<file path="config.mk">
export PLATFORM = sky130hd
export DESIGN_NAME = tla_row_unit
export DESIGN_NICKNAME = d
export VERILOG_FILES = /design/src/hdl/tla_pkg.sv /design/src/hdl/tla_row_unit.sv
export SDC_FILE = /design/constraint.sdc
export NUM_CORES = 2
export LEC_CHECK = 0
export BUFFER_PORTS_ARGS = -buffer_cell sky130_fd_sc_hd__buf_2
export CAP_MARGIN = 5
export CORE_MARGIN = 4
export CORE_UTILIZATION = 30
export DETAILED_ROUTE_END_ITERATION = 12
export PLACE_DENSITY_LB_ADDON = 0.05
export SLEW_MARGIN = 40
export SYNTH_ARGS = -nofsm -noshare
export SYNTH_HDL_FRONTEND = slang
export SYNTH_SLANG_ARGS = --single-unit
export TNS_END_PERCENT = 20
</file>
<file path="constraint.sdc">
create_clock -name vclk -period 14.5
set_input_delay 0.725 -clock vclk [all_inputs]
set_output_delay 0.725 -clock vclk [all_outputs]
set_load 0.02 [all_outputs]
</file>
<file path="src/hdl/tla_pkg.sv">
// Shared types and constants for the toroidal life automaton.
// No dependencies.
package tla_pkg;

  localparam int MAX_ROWS = 64;
  localparam int MAX_COLS = 256;

  localparam int ROW_W  = $clog2(MAX_ROWS);
  localparam int COL_W  = $clog2(MAX_COLS);
  localparam int RCNT_W = $clog2(MAX_ROWS + 1);
  localparam int CCNT_W = $clog2(MAX_COLS + 1);

  localparam int KIND_W     = 2;
  localparam int ROWS_REG_W = 7;
  localparam int COLS_REG_W = 9;
  localparam int CFG_W      = 9;
  localparam int CFG_IDX_W  = 1;
  localparam int NCNT_W     = 4;

  localparam logic [NCNT_W-1:0] SURVIVE_CNT = NCNT_W'(2);
  localparam logic [NCNT_W-1:0] BIRTH_CNT   = NCNT_W'(3);

  localparam logic [KIND_W-1:0] KIND_WRITE   = 2'd0;
  localparam logic [KIND_W-1:0] KIND_READ    = 2'd1;
  localparam logic [KIND_W-1:0] KIND_ADVANCE = 2'd2;

  localparam logic [CFG_IDX_W-1:0] CFG_ROWS = 1'b0;
  localparam logic [CFG_IDX_W-1:0] CFG_COLS = 1'b1;

  typedef logic [MAX_COLS-1:0] row_word_t;

  typedef enum logic [2:0] {
    ST_IDLE,
    ST_RD,
    ST_WR,
    ST_ADV_LAST,
    ST_ADV_ZERO,
    ST_ADV_ONE,
    ST_ADV_RUN
  } state_t;

endpackage

</file>
<file path="src/hdl/tla_row_unit.sv">
// B3/S23 update of one grid row from the rows above, at and below it.
// Depends on tla_pkg. Columns at or past the in-use width keep their value.
module tla_row_unit (
  input  tla_pkg::row_word_t               up,
  input  tla_pkg::row_word_t               mid,
  input  tla_pkg::row_word_t               down,
  input  logic [tla_pkg::CCNT_W-1:0]       cols,
  output tla_pkg::row_word_t               new_row
);
  import tla_pkg::*;

  logic [COL_W-1:0] last_col;
  logic             up_last, mid_last, down_last;

  assign last_col  = COL_W'(cols - CCNT_W'(1));
  assign up_last   = up[last_col];
  assign mid_last  = mid[last_col];
  assign down_last = down[last_col];

  for (genvar c = 0; c < MAX_COLS; c++) begin : g_col
    logic ul, ml, dl, ur, mr, dr;
    logic             at_end;
    logic [NCNT_W-1:0] cnt;

    assign at_end = (last_col == COL_W'(c));

    if (c == 0) begin : g_left_wrap
      assign ul = up_last;
      assign ml = mid_last;
      assign dl = down_last;
    end else begin : g_left
      assign ul = up[c-1];
      assign ml = mid[c-1];
      assign dl = down[c-1];
    end

    if (c == MAX_COLS - 1) begin : g_right_wrap
      assign ur = up[0];
      assign mr = mid[0];
      assign dr = down[0];
    end else begin : g_right
      assign ur = at_end ? up[0]   : up[c+1];
      assign mr = at_end ? mid[0]  : mid[c+1];
      assign dr = at_end ? down[0] : down[c+1];
    end

    assign cnt = NCNT_W'(ul) + NCNT_W'(up[c]) + NCNT_W'(ur) + NCNT_W'(ml)
               + NCNT_W'(mr) + NCNT_W'(dl) + NCNT_W'(down[c]) + NCNT_W'(dr);

    always_comb begin
      if (CCNT_W'(c) >= cols) begin
        new_row[c] = mid[c];
      end else if (mid[c]) begin
        new_row[c] = (cnt == SURVIVE_CNT) || (cnt == BIRTH_CNT);
      end else begin
        new_row[c] = (cnt == BIRTH_CNT);
      end
    end
  end

endmodule

</file>
==> impl_metrics.toml <==
[routing]
viasPerCell = 5.57
detail-route-antenna-nets = 0
firstDrtPassIters = 6
routed_wl_mm = 328
drc = 0
drt-wirelength-per-cell_um = 33.1
drt_iter0_drc = 4156
num_vias = 55200

[logic_synthesis]
synth_xor_area_frac = 0.00101
synth_area_sq_um = 59700
synthAdderAreaFrac = 0.506
synthSimpleGateAreaFrac = 0.0822
synth_seq_area_share = 0
synth_top_area_frac = 0.343
synth.area.mux_share = 0.220
ys_top_cells_by_area = "fa_1 (34%), ha_1 (16%), mux2i_1 (8.9%)"
synth_top_family_by_area = "adder cells"
syn_nets = 8877
syn_inst = 6303
synth_area_leader_cell = "fa_1"
ys_warn_count = 0
avgSynthCellArea_sq_um = 9.47
synthDistinctLibCells = 70
synth-compound-area-share = 0.123

[sta]
fmaxAchievable_mhz = 107
fin_crit_ns = 9.38
holdWs_ns = 1.89
report.final.hold_viol_count = 0
setup-tns-final_ns = 0
setup_viol = 0
drv_slew = 0
relSlewSlack = 0.349
rsz0062_at_grt = "false"
worst_slack_ns = 5.12
worstMarginPinSlew_ns = 0.977
post-route-period-util = 0.647

[placed_design]
place_hpwl_mm = 271
placedCellCount = 9845
gp_congestion = 0.937
dp_slack_ns = 5.09
numPortBuffers = 1033

[cts]
cts_resized = 0
hold_buffers = 0
post_cts_buffers = 0

[die]
pin_count = 1033
die_w_um = 454
die_y_um = 454
rows = 163
core_area_sq_um = 198000
initial_core_util = 0.302
die_area_sq_um = 206000

[final_layout]
seq_area_sq_um = 0
nClkBuffers = 0
finalNonFillerCells = 9919
layout-drive-gt1-share = 0.247
seq_cell_count = 0
area_delta_synth_final_pct = 15.1
fin_nets = 9783

[worst_setup_path]
crit_start = "cols[0]"
critical_path_peak_fanout = 106
start_kind = "primary input"
critPathKind = "primary input to output port"
path_buf_inv = 6
critPathSlowestCell = "ha_4"
crit_end = "new_row[0]"
path_common_cell = "fa_1"
critical-path-max-stage-delay_ns = 0.93
cp_top_family = "adder cells"
crit_path_end_kind = "output port"
path_cells = "buf_8 -> clkinv_1 -> ha_4 -> buf_12 -> mux4_2 -> mux4_2 -> o2111ai_1 -> o311a_1 -> nor4_1 -> fa_1 -> inv_1 -> fa_1 -> fa_1 -> inv_1 -> ha_1 -> fa_1 -> o21ai_0 -> nand2_1 -> a21oi_1 -> buf_2"
critPathArrivalTime_ns = 8.66
crit_required_ns = 13.78
cp.depth = 20

[global_route]
overflow = 0
grt_pass1_wl_mm = 453
grt_max_degree = 107
antenna_found_initial = 145
grtUsageTotal = 0.311
grt_pass1_vias = 56900

[pwr]
fin_total_pwr_uw = 4850
leakagePower_uw = 0.0316
powerDensity_nw_per_um2 = 70.6
irDropWorstVdd_uv = 41.6

[flow_run]
cap_violations = 0

[status]
outcome = "finished clean"

[min_path]
holdCritPathClass = "primary input to output port"
==> cell families after synthesis <==
group           count (synthesis)
mux                          1002
buf+inv                      1050
compound gates               1365
fa+ha+maj                    1797
simple gates                 1083
xor+xnor                        6
==> cell usage after synthesis (24+ instances only) <==
master       n
a21oi_1    874
a221oi_1    69
and3_1      26
buf_2       49
clkbuf_1   190
fa_1      1024
ha_1       773
inv_1      786
mux2_2     249
mux2i_1    528
mux4_2     224
nand2_1    458
nand3_1    264
nor2_1     217
nor2_4      24
o21ai_0    332
==> report_power, final <==
| group | internal [uW] | switching, uW |
|---|---|---|
| clock | 0.000334 | 0 |
| combinational | 1850 | 3000 |
| sequential | 0 | 0 |
| total | 1850 | 3000 |
==> how the worst min path moves through the flow <==
stage               slack (ns)  cells after the start     start           end
finish                    1.89                      4   mid[69]   new_row[69]
global route              1.90                      4   mid[69]   new_row[69]
CTS                       1.89                      4   mid[69]   new_row[69]
detailed placement        1.89                      4   mid[69]   new_row[69]
global placement          1.89                      4  mid[201]  new_row[201]
floorplan                 1.62                      2   mid[35]   new_row[35]
==> placed cells by master (no fill, tap or decap), drive strengths merged, types with 4 or more instances in the layout <==
cell type,count
a211oi,6
a21o,5
a21oi,874
a221oi,69
a22oi,18
a31oi,14
a41oi,4
and2,9
and3,26
buf,1165
diode,72
fa,1024
ha,773
inv,786
mux2,250
mux2i,528
mux4,224
nand2,468
nand2b,14
nand3,266
nor2,251
nor3,16
o21ai,332
o22ai,6
o31ai,7
or2,12
or3,5
==> cell type report <==
| class | instances | area (sq um) |
|---|---|---|
| diodes | 72 | 180 |
| repair buffers | 1166 | 6230 |
| well taps | 2640 | 3300 |
| inverters | 788 | 2960 |
| multi-input cells | 5253 | 56000 |
| fillers | 20600 | 129000 |
==> per-layer routing <==
| metal | vias to the layer above | track usage | wire length (um) |
|---|---|---|---|
| li1 | 24100 | - | - |
| met1 | 28400 | 0.401 | 134000 |
| met2 | 2167 | 0.505 | 153000 |
| met3 | 556 | 0.0439 | 19900 |
| met4 | 40 | 0.162 | 20900 |
| met5 | - | 0.00350 | 230 |
==> through the flow <==
stage           util  cell area, sq um
2_1_floorplan      -             59700
3_3_place_gp   0.345             68200
3_5_place_dp   0.347             68500
4_1_cts        0.347             68500
5_1_grt        0.347             68600
6_report       0.348             68700
Power figures use the tool's default switching activity.
