==> src/hdl/tla_ram.sv <==
// Generic single-write, single-read RAM with registered read data.
// No dependencies.
module tla_ram #(
  parameter int WIDTH = 8,
  parameter int DEPTH = 16
) (
  input  logic                     clk,
  input  logic                     we,
  input  logic [$clog2(DEPTH)-1:0] waddr,
  input  logic [WIDTH-1:0]         wdata,
  input  logic [$clog2(DEPTH)-1:0] raddr,
  output logic [WIDTH-1:0]         rdata
);

  logic [WIDTH-1:0] mem [DEPTH];
  logic [WIDTH-1:0] rdata_r;

  always_ff @(posedge clk) begin
    if (we) begin
      mem[waddr] <= wdata;
    end
    rdata_r <= mem[raddr];
  end

  assign rdata = rdata_r;

endmodule

==> config.mk <==
export PLATFORM = sky130hd
export DESIGN_NAME = tla_ram
export DESIGN_NICKNAME = d
export VERILOG_FILES = /design/src/hdl/tla_ram.sv
export SDC_FILE = /design/constraint.sdc
export NUM_CORES = 1
export LEC_CHECK = 0
export BUFFER_PORTS_ARGS = -buffer_cell sky130_fd_sc_hd__buf_2
export CORE_ASPECT_RATIO = 0.7
export CORE_MARGIN = 5
export CORE_UTILIZATION = 45
export CTS_BUF_LIST = sky130_fd_sc_hd__clkbuf_8
export CTS_CLUSTER_SIZE = 12
export DETAILED_ROUTE_END_ITERATION = 10
export SLEW_MARGIN = 20
export SYNTH_ARGS = -nofsm -noshare
export SYNTH_HDL_FRONTEND = slang
export SYNTH_SLANG_ARGS = --single-unit
==> constraint.sdc <==
create_clock -name clk -period 2.5 [get_ports clk]
set_clock_uncertainty 0.05 [all_clocks]
set_input_delay 0.5 -clock clk [delete_from_list [all_inputs] [get_ports clk]]
set_output_delay 0.5 -clock clk [all_outputs]
set_load 0.02 [all_outputs]
==> key figures, run 1 <==
Floorplan
  • Row count: 32
  • Core area: approximately 0.011 mm²
  • Chip Width: 138 µm
  • Effective utilization at floorplan: a little under half
  • Die area: about 0.014 mm²
  • Ports: 26
  • Die height: slightly below 100 µm

Timing
  • Slew Viols, Final: 0
  • Final hold violation count: 0
  • Slew margin rel.: 52.5%
  • Slew @ Worst Pin: between 700 and 800 ps
  • Fmax: roughly 550 MHz
  • Fin crit period: approximately 1800 ps
  • Final worst slack: 692 ps
  • Setup tns final: 0 ps
  • RSZ-0062 raised after global routing: no
  • Setup-failing EPs final: 0
  • Tcrit/Tclk final: ~72%

Synth
  • Seq/Total Area, Yosys: about 78%
  • Synth warnings: 0
  • Seq cells post-synth: between 100 and 150
  • Synth cell types: 19
  • Syn Inst Count: 229
  • Post-synthesis cell area: about 0.0051 mm²
  • Post-synthesis average cell area: between 20 and 25 µm²
  • Post-Syn Nets: approximately 250

Clock network
  • Worst-Skew Late Latency: approximately 420 ps
  • Setup bufs post-CTS: 0
  • Deepest clock path buffer count: 2
  • Num CTS Buffers: 17
  • Sink Count: between 100 and 150
  • CTS H-tree lvls: 4
  • CTS tree: built
  • Worst-path clk slew: approximately 70 ps
  • CTS hold repair buffers: 0
  • CTS root buf: clkbuf_8
  • CTS resizes: 0

Setup path
  • Startpoint types: input port
  • R2R setup slack: slightly below 1000 ps
  • Critical Path Fanout Max: 23
  • Crit end category: flip-flop
  • Required time of the critical path: approximately 2700 ps
  • Worst flop-to-flop path endpoint: rdata[7]
  • Crit path kind: in -> reg
  • RR Startpoint: mem[11][7]
  • WP data arrival: between 2000 and 2500 ps
  • Worst reg2reg path depth: 3

Global routing
  • GRT Total Usage: roughly 16%
  • First-pass GRT wire length: 14900 µm
  • Total congestion overflow: 0
  • Vias in the first global route: about 2400
  • Initial antenna violation count: 0
  • Largest net degree at the start of global routing: 33

Power
  • Tot Pwr: roughly 4.5 mW
  • Maximum vdd drop: between 400 and 500 µV
  • Leakage: 2.01 nW
  • Pwr Density: 758 mW/mm²

Job
  • Max cap viols: 0

Route
  • Detailed-route DRC error count: 0
  • WL final: 9830 µm
  • DR vias/cell: 5.31
  • Detailed Route Iter0 Violations: 170
  • First-pass DRT Iterations: 5
  • WL/cell: 21.8 µm
  • DR vias: around 2400
  • Antenna-violating nets left: 0

Hold path
  • Hold Path Stages: 1
  • Min-delay src: wdata[5]
  • Worst Hold Path EP: mem[6][5]
  • Min-delay worst type: in -> reg

Place
  • Placer congestion estimate: between 0.7 and 0.8
  • Worst slack at placement: between 200 and 250 ps
  • Dpl cell area: 0.00556 mm²
  • HPWL after DPL: 6250 µm
  • Port bufs: 25

Cells and area
  • Share of cells above drive strength 1: 31.5%
  • Final Util: between 50% and 60%
  • Most frequent cells in the layout: 128 x edfxtp_1, 25 x buf_2, 22 x clkbuf_8
  • Design area: approximately 0.006 mm²
  • Area Growth Syn to Fin: 15.3%
  • Nets: slightly above 300
  • Commonest non-fill, non-tap cell in the layout: edfxtp_1
  • Diode count: 0

Status
  • Status: complete, no violations
[worst max-delay path, stage by stage]
cell and delay, ps:
buf_2 480, buf_4 250, mux4_2 290, a22oi_1 420, nand2_1 110
[report_power, final]
group          total, mW  leakage [nW]  internal [mW]  switching, mW
sequential          2.56          1.22           2.55         0.0177
combinational      0.253         0.590          0.104          0.150
clock               1.68         0.198          0.901          0.781
[area by class of cell]
type	count	area, µm²
multi-input combinational	83	1060
clock inverter	10	77.6
tap	153	191
fill	890	5150
clock buffer	22	303
timing repair buffer	47	303
sequential	136	4000
[per-layer routing]
metal | global-route usage [%] | share of wire (%)
met1 | 23.6 | 48
met2 | 21.1 | 44
met3 | 5.46 | 7.4
met4 | 6.61 | 0.83
met5 | 0 | 0
[logic make-up (layout without fill, tap and decap cells)]
logic type	count (synthesis)	in the layout	synth area share, %
buf+inv	10	79	1.68
flops	136	136	77.8
mux	32	32	15.0
simple gates	35	35	3.18
compound gates	16	16	2.33
[sequential cells by signal (all words and copies together) (netlist names)]
name   count
rdata      8
mem      128
[synth_stat cells]
master           number  area share, %
mux4_2               18            7.9
a22oi_1              16            2.3
nand2b_1              2           0.24
clkdlybuf4s25_2       3           0.58
buf_4                 1           0.15
nor3_1                4           0.39
or3b_2                1           0.17
buf_6                 3           0.66
nor2b_1               1           0.12
dfxtp_1               8            3.1
nand3_1               1          0.097
and2b_1               1           0.15
and2_1                1           0.12
edfxtp_1            128             75
nand3b_1              2           0.29
nand2_1               9           0.66
nor2_1               13           0.95
mux4_1               14            7.1
buf_2                 3           0.29
[stage by stage]
step,cells,hold slack [ps]
2_1_floorplan,229,549
3_3_place_gp,419,609
3_5_place_dp,419,615
4_1_cts,451,390
5_1_grt,451,388
6_report,451,406
[how the worst max path moves through the flow]
stage / end / startpoint / cells past startpoint
after CTS: rdata[7] / raddr[1] / 5
after detailed placement: rdata[7] / raddr[1] / 5
after global placement: rdata[7] / raddr[1] / 5
final: rdata[7] / raddr[1] / 5
after global routing: rdata[7] / raddr[1] / 5
after floorplan: mem[0][0] / waddr[2] / 2
Power figures use the tool's default switching activity.
==> run 2, diff against run 1 <==
Clock period 2.5 ns to 1.75 ns, I/O delays scaled along.
==> run 2 against run 1 <==
  * Power grew 43%
  * First-iteration DRC count is 52% higher
  * Highest routed layer is now met5
  * Wire length increased by 4.9%
  * Register-to-register slack lost 660 ps
  * Sequential power is 43% higher
==> key figures, run 2 (synthesis gave the netlist of run 1 again) <==
Place
  • HPWL after DPL: 7100 µm (+14%)
  • Placer congestion estimate: 0.761 (+8.0%)
  • Placed cell count: 428 (+2.1%)
  • Worst slack at placement: -202 ps (-449 ps)
  • Port bufs: 25 (unchanged)

Clock network
  • CTS hold repair buffers: 0 (unchanged)
  • CTS tree: built
  • Sink Count: 136 (unchanged)
  • CTS resizes: 0 (unchanged)
  • Deepest clock path buffer count: 2 (unchanged)
  • Worst-path clk slew: 80 ps (about the same)
  • Num CTS Buffers: 17 (unchanged)
  • Setup bufs post-CTS: 0 (unchanged)
  • Worst-Skew Late Latency: 430 ps (about the same)
  • CTS root buf: clkbuf_8
  • CTS H-tree lvls: 4 (unchanged)

Timing
  • Slew margin rel.: 47.3% (-5.2 points)
  • Slew Viols, Final: 0 (unchanged)
  • Tcrit/Tclk final: roughly 83%
  • Fmax: 688 MHz
  • Fin crit period: between 1000 and 1500 ps
  • Final worst slack: 296 ps (-396 ps)
  • Setup-failing EPs final: 0 (unchanged)
  • RSZ-0062 raised after global routing: no
  • Slew @ Worst Pin: 788 ps (+77.3 ps)
  • Final hold violation count: 0 (unchanged)

Setup path
  • Crit-path cells: buf_2, buf_4, mux4_1, a22oi_1, nand2_1
  • Required time of the critical path: 2020 ps (-720 ps)
  • WP data arrival: 1730 ps (-320 ps)
  • Crit end category: flip-flop
  • Crit-path max cell delay: 550 ps (+70 ps)
  • Startpoint types: input port
  • CP max stage cell: mux4_1
  • R2R setup slack: 310 ps (-660 ps)
  • Crit path kind: in -> reg
  • Critical Path Fanout Max: 6 (-74%)

Hold path
  • Min-delay worst type: in -> reg

Power
  • Sw frac: 21.6% (+0.56 points)
  • Pwr Density: 1070 mW/mm² (+41%)
  • Power share of the clock group: 37.2% (-0.2 points)
  • Leakage: 2.05 nW (+1.9%)
  • Cell Int Power: 5.04 mW (+42%)
  • Maximum vdd drop: 498 µV (+19%)
  • Reg power frac: 57.0% (about the same)
  • Tot Pwr: 6.43 mW (+43%)
  • Gate power share: 5.8% (+0.2 points)
  • Sw Pwr: 1.39 mW (+47%)

Job
  • Max cap viols: 0 (unchanged)

Global routing
  • Vias in the first global route: 2589 (+6.0%)
  • Total congestion overflow: 0 (unchanged)
  • Largest net degree at the start of global routing: 17 (-48%)
  • Initial antenna violation count: 1 (+1)
  • First-pass GRT wire length: 15700 µm (+4.9%)
  • GRT Total Usage: 16.5% (+0.77 points)

Route
  • DR vias: 2502 (+4.4%)
  • DR vias/cell: 5.44 (+2.4%)
  • Detailed-route DRC error count: 0 (unchanged)
  • WL final: 10300 µm (+4.9%)
  • Detailed Route Iter0 Violations: 258 (+52%)
  • Antenna-violating nets left: 0 (unchanged)
  • First-pass DRT Iterations: 5 (unchanged)
  • WL/cell: 22.4 µm (+2.8%)

Floorplan
  • Core area: 0.0111 mm² (unchanged)
  • Die height: 99.5 µm (unchanged)
  • Effective utilization at floorplan: 46.4% (unchanged)
  • Row count: 32 (unchanged)
  • Chip Width: 138 µm (unchanged)
  • Ports: 26 (unchanged)
  • Die area: 0.0137 mm² (unchanged)

Cells and area
  • Most frequent cells in the layout: 128 x edfxtp_1, 29 x buf_4, 25 x buf_2
  • FILL cells: 875 (-1.7%)
  • Share of cells above drive strength 1: 34.5% (+3.0 points)
  • Cell Count, Final, Fillers Out: 460 (+2.0%)
  • Nets: 312 (+3.0%)
  • Max FFs per register: 128 (unchanged)
  • Area Growth Syn to Fin: 16.8%
  • Diode count: 0 (unchanged)
  • Largest Register: mem
  • Final Util: 54.2% (+0.70 points)
  • Commonest non-fill, non-tap cell in the layout: edfxtp_1

Status
  • Status: complete, no violations
==> run 2: metrics by stage <==
step           TNS, ps  instance area (µm²)  hold WS [ps]
3_3_place_gp      -656                 5640           611
6_report             0                 6010           240
5_1_grt              0                 6010           227
2_1_floorplan        0                 5150           399
3_5_place_dp      -679                 5640           613
4_1_cts              0                 6010           223
==> run 2: layer usage <==
metal	share of wire, %	up-vias	global-route usage, %	routed length [µm]
li1	-	1102	-	-
met5	0.13	-	0	13
met3	8.7	14	5.76	895
met2	43	92	21.7	4480
met1	47	1292	25.7	4800
met4	1.2	2	5.69	119
==> run 2: worst max-delay path, delay by kind of cell <==
kind,cells,cell delay (ps)
AO/OA/AOI/OAI,1,330
multiplexers,1,550
buffers and inverters,2,390
AND/OR/NAND/NOR,1,100
==> run 2: final timing paths <==
check,from,endpoint,cells past startpoint
worst min register to register,mem[15][3],rdata[3],3
worst max-delay path,raddr[0],rdata[0],5
worst max register to register,mem[1][0],rdata[0],3
worst min-delay path,wdata[5],mem[8][5],1
==> run 2: area by class of cell <==
class	count	area [µm²]	share of cell area [%]
tap	153	191	3.18
timing repair buffer	56	383	6.37
clock inverter	15	139	2.31
multi-input combinational	83	1060	17.7
sequential	136	4000	66.6
clock buffer	17	234	3.89
==> run 2: power by group through the flow <==
stage               logic, mW  clock network (mW)  registers, mW
floorplan               0.185                   0           3.75
global placement        0.376                   0           3.74
detailed placement      0.379                   0           3.74
CTS                     0.380                2.44           3.66
global route            0.410                2.60           3.67
finish                  0.372                2.39           3.66
